File: config.mk
export PLATFORM = sky130hd
export DESIGN_NAME = ascii_to_integer_parser_flat
export DESIGN_NICKNAME = d
export VERILOG_FILES = /design/src/hw/rtl/a2i_pkg.sv /design/src/hw/rtl/a2i_if.sv /design/src/hw/rtl/a2i_front.sv /design/src/hw/rtl/a2i_queue.sv /design/src/hw/rtl/a2i_back.sv /design/src/hw/rtl/ascii_to_integer_parser.sv /design/src/flat_wrapper.sv
export SDC_FILE = /design/constraint.sdc
export NUM_CORES = 1
export LEC_CHECK = 0
export ABC_AREA = 1
export BUFFER_PORTS_ARGS = -buffer_cell sky130_fd_sc_hd__buf_2
export CAP_MARGIN = 20
export CORE_MARGIN = 2
export CORE_UTILIZATION = 50
export CTS_CLUSTER_DIAMETER = 120
export DETAILED_ROUTE_END_ITERATION = 8
export GPL_TIMING_DRIVEN = 1
export PLACE_DENSITY_LB_ADDON = 0.3
export SETUP_SLACK_MARGIN = 0.05
export SYNTH_ARGS = -nofsm -noshare
export SYNTH_HDL_FRONTEND = slang
export SYNTH_SLANG_ARGS = --single-unit
File: constraint.sdc
create_clock -name i_clk -period 5 [get_ports i_clk]
set_input_delay 0 -clock i_clk [delete_from_list [all_inputs] [get_ports i_clk]]
set_output_delay 0 -clock i_clk [all_outputs]
set_load 0.005 [all_outputs]
File: src/hw/rtl/a2i_pkg.sv
// Shared types and constants of the ASCII-to-integer parser.
package a2i_pkg;

    // Width of the result value field
    localparam int OUT_W = 32;

    // Depth of the queue between front and back
    localparam int Q_DEPTH = 2;
    localparam int Q_PTR_W = (Q_DEPTH > 1) ? $clog2(Q_DEPTH) : 1;
    localparam int Q_CNT_W = $clog2(Q_DEPTH + 1);

    // Character codes the front looks for
    localparam logic [7:0] CH_SPACE = 8'h20;
    localparam logic [7:0] CH_TAB   = 8'h09;
    localparam logic [7:0] CH_CR    = 8'h0d;
    localparam logic [7:0] CH_PLUS  = 8'h2b;
    localparam logic [7:0] CH_MINUS = 8'h2d;
    localparam logic [7:0] CH_ZERO  = 8'h30;
    localparam logic [7:0] CH_SEVEN = 8'h37;
    localparam logic [7:0] CH_NINE  = 8'h39;
    localparam logic [7:0] CH_UP_A  = 8'h41;
    localparam logic [7:0] CH_UP_F  = 8'h46;
    localparam logic [7:0] CH_UP_X  = 8'h58;
    localparam logic [7:0] CH_LO_A  = 8'h61;
    localparam logic [7:0] CH_LO_F  = 8'h66;
    localparam logic [7:0] CH_LO_X  = 8'h78;

    // Number base in use
    typedef enum logic [1:0] {
        RX_DEC,
        RX_OCT,
        RX_HEX
    } t_radix;

    // One classified character, as queued from front to back
    typedef struct packed {
        logic       first;
        logic       space;
        logic       plus;
        logic       minus;
        logic       zero;
        logic       xch;
        logic       dec;
        logic       oct;
        logic       hex;
        logic [3:0] dval;
    } t_tok;

endpackage

File: src/hw/rtl/a2i_if.sv
// Valid/ready channel interfaces for characters in and results out.
interface a2i_in_if;
    logic       valid;
    logic       ready;
    logic [7:0] character;
    logic       first;

    modport source (output valid, output character, output first, input ready);
    modport sink   (input valid, input character, input first, output ready);
endinterface

interface a2i_out_if;
    logic                             valid;
    logic                             ready;
    logic signed [a2i_pkg::OUT_W-1:0] value;
    logic                             overflowed;
    logic                             digits_seen;

    modport source (output valid, output value, output overflowed, output digits_seen,
                    input ready);
    modport sink   (input valid, input value, input overflowed, input digits_seen,
                    output ready);
endinterface

File: src/hw/rtl/a2i_front.sv
// Front end: accepts characters and classifies each into a token.
module a2i_front (
    a2i_in_if.sink         i_chr,
    input  logic           i_q_full,
    output logic           o_push,
    output a2i_pkg::t_tok  o_tok
);

    logic [7:0] c;

    assign c            = i_chr.character;
    assign i_chr.ready  = !i_q_full;
    assign o_push       = i_chr.valid && !i_q_full;

    // Classify the character and extract its digit value
    always_comb begin
        o_tok       = '0;
        o_tok.first = i_chr.first;
        o_tok.space = (c == a2i_pkg::CH_SPACE) || (c inside {[a2i_pkg::CH_TAB:a2i_pkg::CH_CR]});
        o_tok.plus  = (c == a2i_pkg::CH_PLUS);
        o_tok.minus = (c == a2i_pkg::CH_MINUS);
        o_tok.zero  = (c == a2i_pkg::CH_ZERO);
        o_tok.xch   = (c == a2i_pkg::CH_LO_X) || (c == a2i_pkg::CH_UP_X);
        o_tok.dec   = c inside {[a2i_pkg::CH_ZERO:a2i_pkg::CH_NINE]};
        o_tok.oct   = c inside {[a2i_pkg::CH_ZERO:a2i_pkg::CH_SEVEN]};
        if (c inside {[a2i_pkg::CH_ZERO:a2i_pkg::CH_NINE]}) begin
            o_tok.hex  = 1'b1;
            o_tok.dval = 4'(c - a2i_pkg::CH_ZERO);
        end else if (c inside {[a2i_pkg::CH_UP_A:a2i_pkg::CH_UP_F]}) begin
            o_tok.hex  = 1'b1;
            o_tok.dval = 4'(c - a2i_pkg::CH_UP_A + 8'd10);
        end else if (c inside {[a2i_pkg::CH_LO_A:a2i_pkg::CH_LO_F]}) begin
            o_tok.hex  = 1'b1;
            o_tok.dval = 4'(c - a2i_pkg::CH_LO_A + 8'd10);
        end
    end

endmodule

File: src/hw/rtl/a2i_queue.sv
// Short token queue that decouples the front from the back.
module a2i_queue (
    input  logic           i_clk,
    input  logic           i_rst_n,
    input  logic           i_push,
    input  a2i_pkg::t_tok  i_tok,
    input  logic           i_pop,
    output logic           o_full,
    output logic           o_valid,
    output a2i_pkg::t_tok  o_tok
);

    a2i_pkg::t_tok                  r_mem [a2i_pkg::Q_DEPTH];
    logic [a2i_pkg::Q_PTR_W-1:0]    r_wr;
    logic [a2i_pkg::Q_PTR_W-1:0]    r_rd;
    logic [a2i_pkg::Q_CNT_W-1:0]    r_cnt;
    logic                           do_push;
    logic                           do_pop;

    assign o_full  = (r_cnt == a2i_pkg::Q_CNT_W'(a2i_pkg::Q_DEPTH));
    assign o_valid = (r_cnt != '0);
    assign o_tok   = r_mem[r_rd];
    assign do_push = i_push && !o_full;
    assign do_pop  = i_pop && o_valid;

    // Store tokens; payload needs no reset
    always_ff @(posedge i_clk) begin
        if (do_push) begin
            r_mem[r_wr] <= i_tok;
        end
    end

    // Advance pointers and occupancy
    always_ff @(posedge i_clk) begin
        if (!i_rst_n) begin
            r_wr  <= '0;
            r_rd  <= '0;
            r_cnt <= '0;
        end else begin
            if (do_push) begin
                r_wr <= (r_wr == a2i_pkg::Q_PTR_W'(a2i_pkg::Q_DEPTH - 1)) ? '0 : r_wr + 1'b1;
            end
            if (do_pop) begin
                r_rd <= (r_rd == a2i_pkg::Q_PTR_W'(a2i_pkg::Q_DEPTH - 1)) ? '0 : r_rd + 1'b1;
            end
            if (do_push && !do_pop) begin
                r_cnt <= r_cnt + 1'b1;
            end else if (do_pop && !do_push) begin
                r_cnt <= r_cnt - 1'b1;
            end
        end
    end

endmodule

File: src/hw/rtl/a2i_back.sv
// Back end: runs the parse on tokens and registers each finished result.
module a2i_back #(
    parameter int VALUE_WIDTH = 32
) (
    input  logic           i_clk,
    input  logic           i_rst_n,
    input  logic           i_q_valid,
    input  a2i_pkg::t_tok  i_tok,
    output logic           o_pop,
    a2i_out_if.source      o_res
);

    localparam int W = VALUE_WIDTH;

    // Saturation limits and overflow cut points per base and sign
    localparam logic [W-1:0] LIM_P   = {1'b0, {(W-1){1'b1}}};
    localparam logic [W-1:0] LIM_N   = {1'b1, {(W-1){1'b0}}};
    localparam logic [W-1:0] CUT_PD  = W'(LIM_P / 10);
    localparam logic [W-1:0] CUT_ND  = W'(LIM_N / 10);
    localparam logic [W-1:0] CUT_PO  = W'(LIM_P / 8);
    localparam logic [W-1:0] CUT_NO  = W'(LIM_N / 8);
    localparam logic [W-1:0] CUT_PH  = W'(LIM_P / 16);
    localparam logic [W-1:0] CUT_NH  = W'(LIM_N / 16);
    localparam logic [3:0]   CL_PD   = 4'(LIM_P % 10);
    localparam logic [3:0]   CL_ND   = 4'(LIM_N % 10);
    localparam logic [3:0]   CL_PO   = 4'(LIM_P % 8);
    localparam logic [3:0]   CL_NO   = 4'(LIM_N % 8);
    localparam logic [3:0]   CL_PH   = 4'(LIM_P % 16);
    localparam logic [3:0]   CL_NH   = 4'(LIM_N % 16);

    typedef enum logic [2:0] {
        PH_DONE,
        PH_SPACE,
        PH_SIGNED,
        PH_ZERO,
        PH_HEXPFX,
        PH_DIGITS
    } t_phase;

    t_phase            r_phase,  n_phase;
    logic              r_neg,    n_neg;
    a2i_pkg::t_radix   r_radix,  n_radix;
    logic [W-1:0]      r_acc,    n_acc;
    logic              r_ovf,    n_ovf;
    logic              r_any,    n_any;
    logic              r_out_valid;
    logic [a2i_pkg::OUT_W-1:0] r_out_value;
    logic              r_out_ovf;
    logic              r_out_any;

    t_phase            e_phase;
    logic              e_neg;
    a2i_pkg::t_radix   e_radix;
    logic [W-1:0]      e_acc;
    logic              e_ovf;
    logic              e_any;
    a2i_pkg::t_radix   a_rad;
    logic [W-1:0]      cut;
    logic [3:0]        cutlim;
    logic [W-1:0]      step_acc;
    logic              step_ovf;
    logic              lead;
    logic              emit;
    logic [W-1:0]      fin;
    logic [a2i_pkg::OUT_W-1:0] fin_out;

    assign o_pop = i_q_valid && (!r_out_valid || o_res.ready);

    // Start of a new string drops the parse in progress
    always_comb begin
        if (i_tok.first) begin
            e_phase = PH_SPACE;
            e_neg   = 1'b0;
            e_radix = a2i_pkg::RX_DEC;
            e_acc   = '0;
            e_ovf   = 1'b0;
            e_any   = 1'b0;
        end else begin
            e_phase = r_phase;
            e_neg   = r_neg;
            e_radix = r_radix;
            e_acc   = r_acc;
            e_ovf   = r_ovf;
            e_any   = r_any;
        end
    end

    // After a sign, or on a non-space non-sign character before one, take the leading-digit path
    assign lead = (e_phase == PH_SIGNED) ||
                  ((e_phase == PH_SPACE) && !i_tok.space && !i_tok.plus && !i_tok.minus);

    // Pick the base that a digit here would be taken in
    always_comb begin
        if (lead) begin
            a_rad = a2i_pkg::RX_DEC;
        end else if (e_phase == PH_ZERO) begin
            a_rad = a2i_pkg::RX_OCT;
        end else begin
            a_rad = e_radix;
        end
    end

    // Select cut point for base and sign
    always_comb begin
        case (a_rad)
            a2i_pkg::RX_OCT: begin
                cut    = e_neg ? CUT_NO : CUT_PO;
                cutlim = e_neg ? CL_NO  : CL_PO;
            end
            a2i_pkg::RX_HEX: begin
                cut    = e_neg ? CUT_NH : CUT_PH;
                cutlim = e_neg ? CL_NH  : CL_PH;
            end
            default: begin
                cut    = e_neg ? CUT_ND : CUT_PD;
                cutlim = e_neg ? CL_ND  : CL_PD;
            end
        endcase
    end

    // Multiply by the base with shifts and add the digit
    always_comb begin
        case (a_rad)
            a2i_pkg::RX_OCT: step_acc = (e_acc << 3) + W'(i_tok.dval);
            a2i_pkg::RX_HEX: step_acc = (e_acc << 4) + W'(i_tok.dval);
            default:         step_acc = (e_acc << 3) + (e_acc << 1) + W'(i_tok.dval);
        endcase
        step_ovf = e_ovf || (e_acc > cut) || ((e_acc == cut) && (i_tok.dval > cutlim));
    end

    // Parse step
    always_comb begin
        n_phase = e_phase;
        n_neg   = e_neg;
        n_radix = e_radix;
        n_acc   = e_acc;
        n_ovf   = e_ovf;
        n_any   = e_any;
        emit    = 1'b0;
        if (lead) begin
            if (i_tok.zero) begin
                n_any   = 1'b1;
                n_phase = PH_ZERO;
            end else begin
                n_radix = a2i_pkg::RX_DEC;
                if (i_tok.dec) begin
                    n_any   = 1'b1;
                    n_ovf   = step_ovf;
                    n_acc   = step_ovf ? e_acc : step_acc;
                    n_phase = PH_DIGITS;
                end else begin
                    emit = 1'b1;
                end
            end
        end else begin
            case (e_phase)
                PH_SPACE: begin
                    if (i_tok.plus || i_tok.minus) begin
                        n_neg   = i_tok.minus;
                        n_phase = PH_SIGNED;
                    end
                end
                PH_ZERO: begin
                    if (i_tok.xch) begin
                        n_radix = a2i_pkg::RX_HEX;
                        n_phase = PH_HEXPFX;
                    end else begin
                        n_radix = a2i_pkg::RX_OCT;
                        n_phase = PH_DIGITS;
                        if (i_tok.oct) begin
                            n_any = 1'b1;
                            n_ovf = step_ovf;
                            n_acc = step_ovf ? e_acc : step_acc;
                        end else begin
                            emit = 1'b1;
                        end
                    end
                end
                PH_HEXPFX: begin
                    if (i_tok.hex) begin
                        n_any   = 1'b1;
                        n_ovf   = step_ovf;
                        n_acc   = step_ovf ? e_acc : step_acc;
                        n_phase = PH_DIGITS;
                    end else begin
                        emit = 1'b1;
                    end
                end
                PH_DIGITS: begin
                    if ((e_radix == a2i_pkg::RX_HEX) ? i_tok.hex :
                        (e_radix == a2i_pkg::RX_OCT) ? i_tok.oct : i_tok.dec) begin
                        n_any = 1'b1;
                        n_ovf = step_ovf;
                        n_acc = step_ovf ? e_acc : step_acc;
                    end else begin
                        emit = 1'b1;
                    end
                end
                default: begin
                end
            endcase
        end
        if (emit) begin
            n_phase = PH_DONE;
        end
    end

    // Form the final value: saturate or apply the sign
    always_comb begin
        if (e_ovf) begin
            fin = e_neg ? LIM_N : LIM_P;
        end else begin
            fin = e_neg ? (~e_acc + 1'b1) : e_acc;
        end
    end

    generate
        if (W >= a2i_pkg::OUT_W) begin : g_trunc
            assign fin_out = fin[a2i_pkg::OUT_W-1:0];
        end else begin : g_zext
            assign fin_out = {{(a2i_pkg::OUT_W-W){1'b0}}, fin};
        end
    endgenerate

    // Hold parse state and the result register
    always_ff @(posedge i_clk) begin
        if (!i_rst_n) begin
            r_phase     <= PH_DONE;
            r_neg       <= 1'b0;
            r_radix     <= a2i_pkg::RX_DEC;
            r_acc       <= '0;
            r_ovf       <= 1'b0;
            r_any       <= 1'b0;
            r_out_valid <= 1'b0;
            r_out_value <= '0;
            r_out_ovf   <= 1'b0;
            r_out_any   <= 1'b0;
        end else begin
            if (o_pop) begin
                r_phase <= n_phase;
                r_neg   <= n_neg;
                r_radix <= n_radix;
                r_acc   <= n_acc;
                r_ovf   <= n_ovf;
                r_any   <= n_any;
            end
            if (o_pop && emit) begin
                r_out_valid <= 1'b1;
                r_out_value <= fin_out;
                r_out_ovf   <= e_ovf;
                r_out_any   <= e_any;
            end else if (o_res.ready) begin
                r_out_valid <= 1'b0;
            end
        end
    end

    assign o_res.valid       = r_out_valid;
    assign o_res.value       = r_out_value;
    assign o_res.overflowed  = r_out_ovf;
    assign o_res.digits_seen = r_out_any;

endmodule

File: src/hw/rtl/ascii_to_integer_parser.sv
// Top level of the ASCII-to-integer parser: front, token queue and back.
//
//  channel  | dir | word                                   | handshake
//  i_chr    | in  | character[7:0], first                  | valid/ready
//  o_res    | out | value[31:0] signed, overflowed, digits | valid/ready
//
// One character per cycle is taken while the output keeps up.
// Each token is registered in the queue, then its result in the back's result register.
// A two-entry token queue lets the front keep accepting while a result waits.
// Reset is synchronous; no clearing pass follows.
// A stalled result holds the back; the front stalls once the queue is full.
module ascii_to_integer_parser #(
    parameter int VALUE_WIDTH = 32
) (
    input  logic      i_clk,
    input  logic      i_rst_n,
    a2i_in_if.sink    i_chr,
    a2i_out_if.source o_res
);

    a2i_pkg::t_tok  front_tok;
    a2i_pkg::t_tok  q_tok;
    logic           front_push;
    logic           q_full;
    logic           q_valid;
    logic           back_pop;

    a2i_front u_front (
        .i_chr    (i_chr),
        .i_q_full (q_full),
        .o_push   (front_push),
        .o_tok    (front_tok)
    );

    a2i_queue u_queue (
        .i_clk   (i_clk),
        .i_rst_n (i_rst_n),
        .i_push  (front_push),
        .i_tok   (front_tok),
        .i_pop   (back_pop),
        .o_full  (q_full),
        .o_valid (q_valid),
        .o_tok   (q_tok)
    );

    a2i_back #(
        .VALUE_WIDTH (VALUE_WIDTH)
    ) u_back (
        .i_clk     (i_clk),
        .i_rst_n   (i_rst_n),
        .i_q_valid (q_valid),
        .i_tok     (q_tok),
        .o_pop     (back_pop),
        .o_res     (o_res)
    );

endmodule

File: src/flat_wrapper.sv
// flat-port wrapper written by rule: the top's interface ports become plain ports
module ascii_to_integer_parser_flat 
#(
    parameter int VALUE_WIDTH = 32
)
  (i_clk, i_rst_n, i_chr_valid, i_chr_character, i_chr_first, i_chr_ready, o_res_valid, o_res_value, o_res_overflowed, o_res_digits_seen, o_res_ready);
  a2i_in_if i_chr_i ();
  a2i_out_if o_res_i ();
  input  logic i_clk;
  input  logic i_rst_n;
  input wire logic [$bits(i_chr_i.valid)-1:0] i_chr_valid;
  input wire logic [$bits(i_chr_i.character)-1:0] i_chr_character;
  input wire logic [$bits(i_chr_i.first)-1:0] i_chr_first;
  output wire logic [$bits(i_chr_i.ready)-1:0] i_chr_ready;
  output wire logic [$bits(o_res_i.valid)-1:0] o_res_valid;
  output wire logic [$bits(o_res_i.value)-1:0] o_res_value;
  output wire logic [$bits(o_res_i.overflowed)-1:0] o_res_overflowed;
  output wire logic [$bits(o_res_i.digits_seen)-1:0] o_res_digits_seen;
  input wire logic [$bits(o_res_i.ready)-1:0] o_res_ready;
  assign i_chr_i.valid = i_chr_valid;
  assign i_chr_i.character = i_chr_character;
  assign i_chr_i.first = i_chr_first;
  assign i_chr_ready = i_chr_i.ready;
  assign o_res_valid = o_res_i.valid;
  assign o_res_value = o_res_i.value;
  assign o_res_overflowed = o_res_i.overflowed;
  assign o_res_digits_seen = o_res_i.digits_seen;
  assign o_res_i.ready = o_res_ready;
  ascii_to_integer_parser #(.VALUE_WIDTH(VALUE_WIDTH)) u_core (.i_clk(i_clk), .i_rst_n(i_rst_n), .i_chr(i_chr_i), .o_res(o_res_i));
endmodule
# Yosys cells after proc, flatten, opt, wreduce, memory -nomap -nowiden
# Memories as Yosys holds them, arrays and structs flattened. A register that Yosys moved wholly into a read port is not among the register bits.
# Cells that the tools add are included.
# Widths: inputs -> output; s select.
dict set report totals {
  register_bits 79
  mem_bits_ro 0
  in_bits 13
  ramBits 26
  wordCells 172
  memories 1
  latch_bits 0
}
# memory words width read_ports rd_ports_with_merged_regs write_ports line
set mem_list {}
lappend mem_list {u_core.u_queue.r_mem 2 13 1 1 1 a2i_queue.sv:13} ;# a2i_pkg::t_tok r_mem [a2i_pkg::Q_DEPTH];
dict set report classes {
  magnitude_cmp 11
  reduce_logical 33
  n_bitwise 1
  mux 82
  eq_ne 17
  n_mul 0
  n_shift 0
  addsub 14
  div_mod_pow 0
}
# operator n
set ops {}
lappend ops {{$mux 32} 12}
lappend ops {{$add 32x4->32} 3}
lappend ops {{$pmux 32 s3} 1}
lappend ops {{$pmux 32 s2} 1}
lappend ops {{$pmux 29 s2} 1}
lappend ops {{$mux 1} 38}
lappend ops {{$add 32x1->32 const B} 1}
lappend ops {{$add 32x32->32} 1}
lappend ops {{$eq 32x32->1} 1}
lappend ops {{$eq 8x6->1 const B} 4}
lappend ops {{$gt 32x32->1} 1}
lappend ops {{$not 32->32} 1}
lappend ops {{$mux 29} 1}
lappend ops {{$mux 28} 1}
lappend ops {{$mux 3} 8}
lappend ops {{$mux 2} 9}
lappend ops {{$eq 8x7->1 const B} 2}
lappend ops {{$ge 8x7->1 const B} 2}
lappend ops {{$le 8x6->1 const B} 2}
lappend ops {{$le 8x7->1 const B} 2}
lappend ops {{$logic_and 1x1->1} 16}
lappend ops {{$mux 5} 3}
lappend ops {{$sub 4x1->4 const B} 3}
lappend ops {{$pmux 1 s3} 3}
lappend ops {{other kinds (19)} 41}

# Logic depth before layout (Yosys ltp)
dict set report logic_depth {
  depth_word 17
  depth_mapped 33
  mapped_depth_nobuf 30
}

# Hierarchy
# Synthesis repeated with hierarchy kept, for this count alone.
dict set report hier_totals {
  cells_unflattened 1710
  area_unflattened_um2 10734.0
}
# module cells_each area_each_um2 instances
set by_module_without_submodules {}
lappend by_module_without_submodules {a2i_back 1579 9225.1 1}
lappend by_module_without_submodules {a2i_queue 77 1223.7 1}
lappend by_module_without_submodules {a2i_front 54 285.3 1}

# Worst setup path before layout
# Ideal clock, no wire load.
dict set report synth_path {
  path_type {reg2reg}
  start {register (tool-made name)}
  end {register u_core.u_back.r_acc[17]}
  t_arrival_ns 3.870
  period_less_slack_ns 3.987
  stages_incl_launch_ff 27
  n_path_buf 3
  setup_ns 0.117
  setup_slack_ns 1.013
  cell_sequence {dfxtp_1 nand2_1 nand2_2 nand3_1 nor2_1 inv_1 a21oi_1 inv_1 ha_1 clkbuf_1 clkbuf_1 nor2_1 ha_1 a21o_1 nor2_1 nand2_1 nand2_1 nand2_1 nand2_1 nand2_1 nand2_1 nand4_2 inv_2 buf_2 o21ai_0 nor2_1 nor2_1}
}
# item line
set synth_rtl {}
lappend synth_rtl {{to (signal assigned)} a2i_back.sv:243} ;# r_acc <= n_acc;
lappend synth_rtl {{to (decl)} a2i_back.sv:43} ;# logic [W-1:0] r_acc, n_acc;

==> results.sh <==
export IMPL_outcome="completed"
export IMPL_clock_path_buffers=2
export IMPL_wl_per_cell_um=17.4
export IMPL_dr_pass1_iters=5
export IMPL_cts_tree="built"
export IMPL_antenna_found_initial=0
export IMPL_yosysTopAreaCellShare_pct=15.3
export IMPL_cts_root_buffer="clkbuf_16"
export IMPL_post_synth_instance_area_um2=10500
export IMPL_die_area_um2=22100
export IMPL_post_cts_setup_buffers=0
export IMPL_yosysWarnings=0
export IMPL_synth_seq_cells=106
export IMPL_fill_cells=2032
export IMPL_die_y_um=149
export IMPL_cts_buffers=9
export IMPL_p_switching_w=0.00346
export IMPL_portBuffers=48
export IMPL_dpl_worst_slack_ns=0.403
export IMPL_clk_pin_slew_ns=0.07
export IMPL_ff2ff_setup_slack_ns=0.48
export IMPL_fin_ws_ns=0.480
export IMPL_power_total_w=0.00626
export IMPL_synth_top_flop_cell="dfxtp_1"
export IMPL_core_area_um2=20400
export IMPL_drive_above_1_share_pct=9.64
export IMPL_hpwlAfterDp_um=26300
export IMPL_p_int_w=0.00280
export IMPL_setup_viol=0
export IMPL_stdcell_area_um2=11200
export IMPL_synth_area_per_cell_um2=6.36
export IMPL_fin_util_pct=55.1
export IMPL_sw_frac_of_total_pct=55.2
export IMPL_drv_cap=0
export IMPL_skew_ns=0.0117
export IMPL_power_leakage_nw=5.31
export IMPL_clkPwrFrac_pct=11.0
export IMPL_cellPowerDensity_nw_per_um2=558
export IMPL_grt_pass1_vias=10700
export IMPL_yosysSeqAreaShare_pct=22.8
export IMPL_regToRegEndpoint="u_core.u_back.r_acc[31]"
export IMPL_worst_pin_slew_ns=0.727
export IMPL_route_vias_total=11500
export IMPL_grt_usage_pct=30.6
export IMPL_reg2regPathDepth=25
export IMPL_pin_count=49
export IMPL_grt_first_pass_wirelength_um=54200
export IMPL_endpoint_kind="register"
export IMPL_drcViolationCount=0
export IMPL_peakVddDrop_mv=0.523
export IMPL_crit_path_end="u_core.u_back.r_acc[31]"
export IMPL_share_comb_of_total_power_pct=67.3
export IMPL_dpl_cell_area_um2=10900
export IMPL_hold_viol=0
export IMPL_rows=52
export IMPL_clock_sinks=106
export IMPL_worstPathMaxFanout=33
export IMPL_rsz0062_at_grt="no"
export IMPL_grt_max_degree=74
export IMPL_arrival_ns=4.82
export IMPL_post_route_period_util_pct=90.4
export IMPL_viasPerCell=5.91
export IMPL_setup_tns_ns=0
export IMPL_wirelength_um=34000
export IMPL_critPathKind="reg -> reg"
export IMPL_fp_dieW_um=149
export IMPL_area_growth_pct=7.31
export IMPL_final_cell_mix="389 x nand2_1, 177 x nor2_1, 161 x a21oi_1, 160 x inv_1, 146 x o21ai_0"
export IMPL_gp_congestion=1.03
export IMPL_synthArstFlopShare_pct=0
export IMPL_hp_class="in -> reg"
export IMPL_fmax_mhz=221
export IMPL_clock_latency_ns=0.37
export IMPL_synthCells=1646
export IMPL_htreeDepth=3
export IMPL_synth_top_cell_by_area="dfxtp_1"
export IMPL_synth_edf_count=26
export IMPL_critPathRequiredTime_ns=5.30
export IMPL_ys_top_cells_by_area="dfxtp_1 15%, nand2_1 14%, ha_1 12%"
export IMPL_ys_types=58
export IMPL_fin_crit_ns=4.52
export IMPL_layout_commonest_cell="nand2_1"
export IMPL_nNetsFinal=1793
export IMPL_slew_viol_final=0
export IMPL_grt_overflow=0
export IMPL_start_util_pct=51.4
export IMPL_syn_nets=1763
export IMPL_slew_headroom_pct=51.4
export IMPL_pwr_share_seq_pct=21.7
export IMPL_drt_iter0_drc=1161
export IMPL_num_antenna_cells=0
export IMPL_ant_nets=0
export IMPL_start_kind="register"
power by group through the flow:
stage	sequential [W]	clock, W	combinational [W]
2_1_floorplan	0.00132	0	0.00303
6_report	0.00136	0.000690	0.00421
3_5_place_dp	0.00137	0	0.00409
4_1_cts	0.00135	0.000697	0.00412
3_3_place_gp	0.00137	0	0.00403
5_1_grt	0.00138	0.000735	0.00469
sequential cells by signal (all words and copies together) (netlist names), named ones only:
| signal | count |
|---|---|
| u_core.u_back.r_any | 1 |
| u_core.u_back.r_acc | 32 |
| u_core.u_queue.r_mem | 26 |
| u_core.u_back.o_res.overflowed | 1 |
| u_core.u_back.o_res.digits_seen | 1 |
| u_core.u_back.r_phase | 3 |
| u_core.u_queue.r_wr | 1 |
| u_core.u_queue.r_rd | 1 |
| u_core.u_queue.r_cnt | 2 |
| u_core.u_back.o_res.value | 32 |
| u_core.u_back.o_res.valid | 1 |
| u_core.u_back.r_neg | 1 |
| u_core.u_back.r_ovf | 1 |
| u_core.u_back.r_radix | 2 |
logic make-up after synthesis:
logic type | after synthesis | synth area share [%]
xor+xnor | 14 | 1.17
mux | 1 | 0.0957
compound gates | 380 | 19.7
fa+ha+maj | 104 | 12.6
flops | 106 | 22.8
buf+inv | 228 | 9.14
simple gates | 813 | 34.5
cell type report:
cell class,count,area (um^2),share of cell area [%]
Clock buffer,10,229,2.04
Multi-Input combinational cell,1312,7140,63.6
Inverter,177,667,5.94
Tap cell,270,338,3.01
Sequential cell,106,2380,21.2
Clock inverter,6,48.8,0.435
Timing Repair Buffer,70,427,3.80
worst max-delay path, stage by stage (launching register included):
cell	delay, ns
dfxtp_1	0.34
inv_2	0.17
nand2_1	0.09
nand2_2	0.11
nand3_1	0.09
nor2_1	0.25
inv_1	0.14
a21oi_1	0.28
inv_1	0.09
ha_1	0.39
buf_6	0.28
nor2_1	0.08
buf_4	0.20
ha_1	0.31
nand2_1	0.05
inv_1	0.07
nand3_1	0.07
nor3_1	0.24
and2_1	0.19
nand2_1	0.05
nand2_1	0.10
nand4_2	0.12
buf_4	0.29
o21bai_1	0.24
nand2_1	0.07
a21oi_1	0.13
metal layers:
layer / wire length [um] / vias up / track usage, % / part of all wire, %
li1: - / 5640 / - / -
met1: 14100 / 5284 / 38.5 / 41
met2: 16100 / 492 / 52.0 / 47
met3: 2300 / 121 / 4.23 / 6.8
met4: 1530 / 0 / 13.9 / 4.5
met5: 0 / - / 0 / 0
cells in the mapped netlist, types with 12 or more instances:
library cell / n
ha_1: 102
nor2_2: 24
nor2_1: 177
dfxtp_1: 80
nand2_1: 389
nand3_1: 124
nand2_2: 12
inv_2: 15
edfxtp_1: 26
inv_1: 161
a21oi_1: 162
o21ai_0: 146
o211ai_1: 16
nand4_1: 30
clkbuf_1: 29
o21ai_1: 16
nor3_1: 18
worst min path at each step:
| stage | start | to | slack (ns) | cells after the start |
|---|---|---|---|---|
| after floorplan | i_chr_first | u_core.u_queue.r_mem[0][12] | 0.1 | 0 |
| after global placement | i_chr_first | u_core.u_queue.r_mem[0][12] | 0.19 | 1 |
| after detailed placement | i_chr_first | u_core.u_queue.r_mem[0][12] | 0.19 | 1 |
| after CTS | i_chr_character[3] | u_core.u_queue.r_mem[1][5] | 0.007 | 2 |
| after global routing | i_chr_character[3] | u_core.u_queue.r_mem[0][5] | 0.03 | 2 |
| final | i_chr_character[3] | u_core.u_queue.r_mem[1][5] | 0.01 | 2 |
metrics by stage:
stage	hold WS, ns	instances
6_report	0.0103	1951
5_1_grt	0.0272	1951
4_1_cts	0.00701	1948
3_5_place_dp	0.192	1930
3_3_place_gp	0.191	1930
2_1_floorplan	0.0989	1646
timing repair:
item	in CTS	in global routing
endpoints found under the setup margin	0	32
hold buffers	2	0
resized for setup	0	4
hold endpoints to repair	3	0
Note: power is estimated with default switching activity, not from simulation.
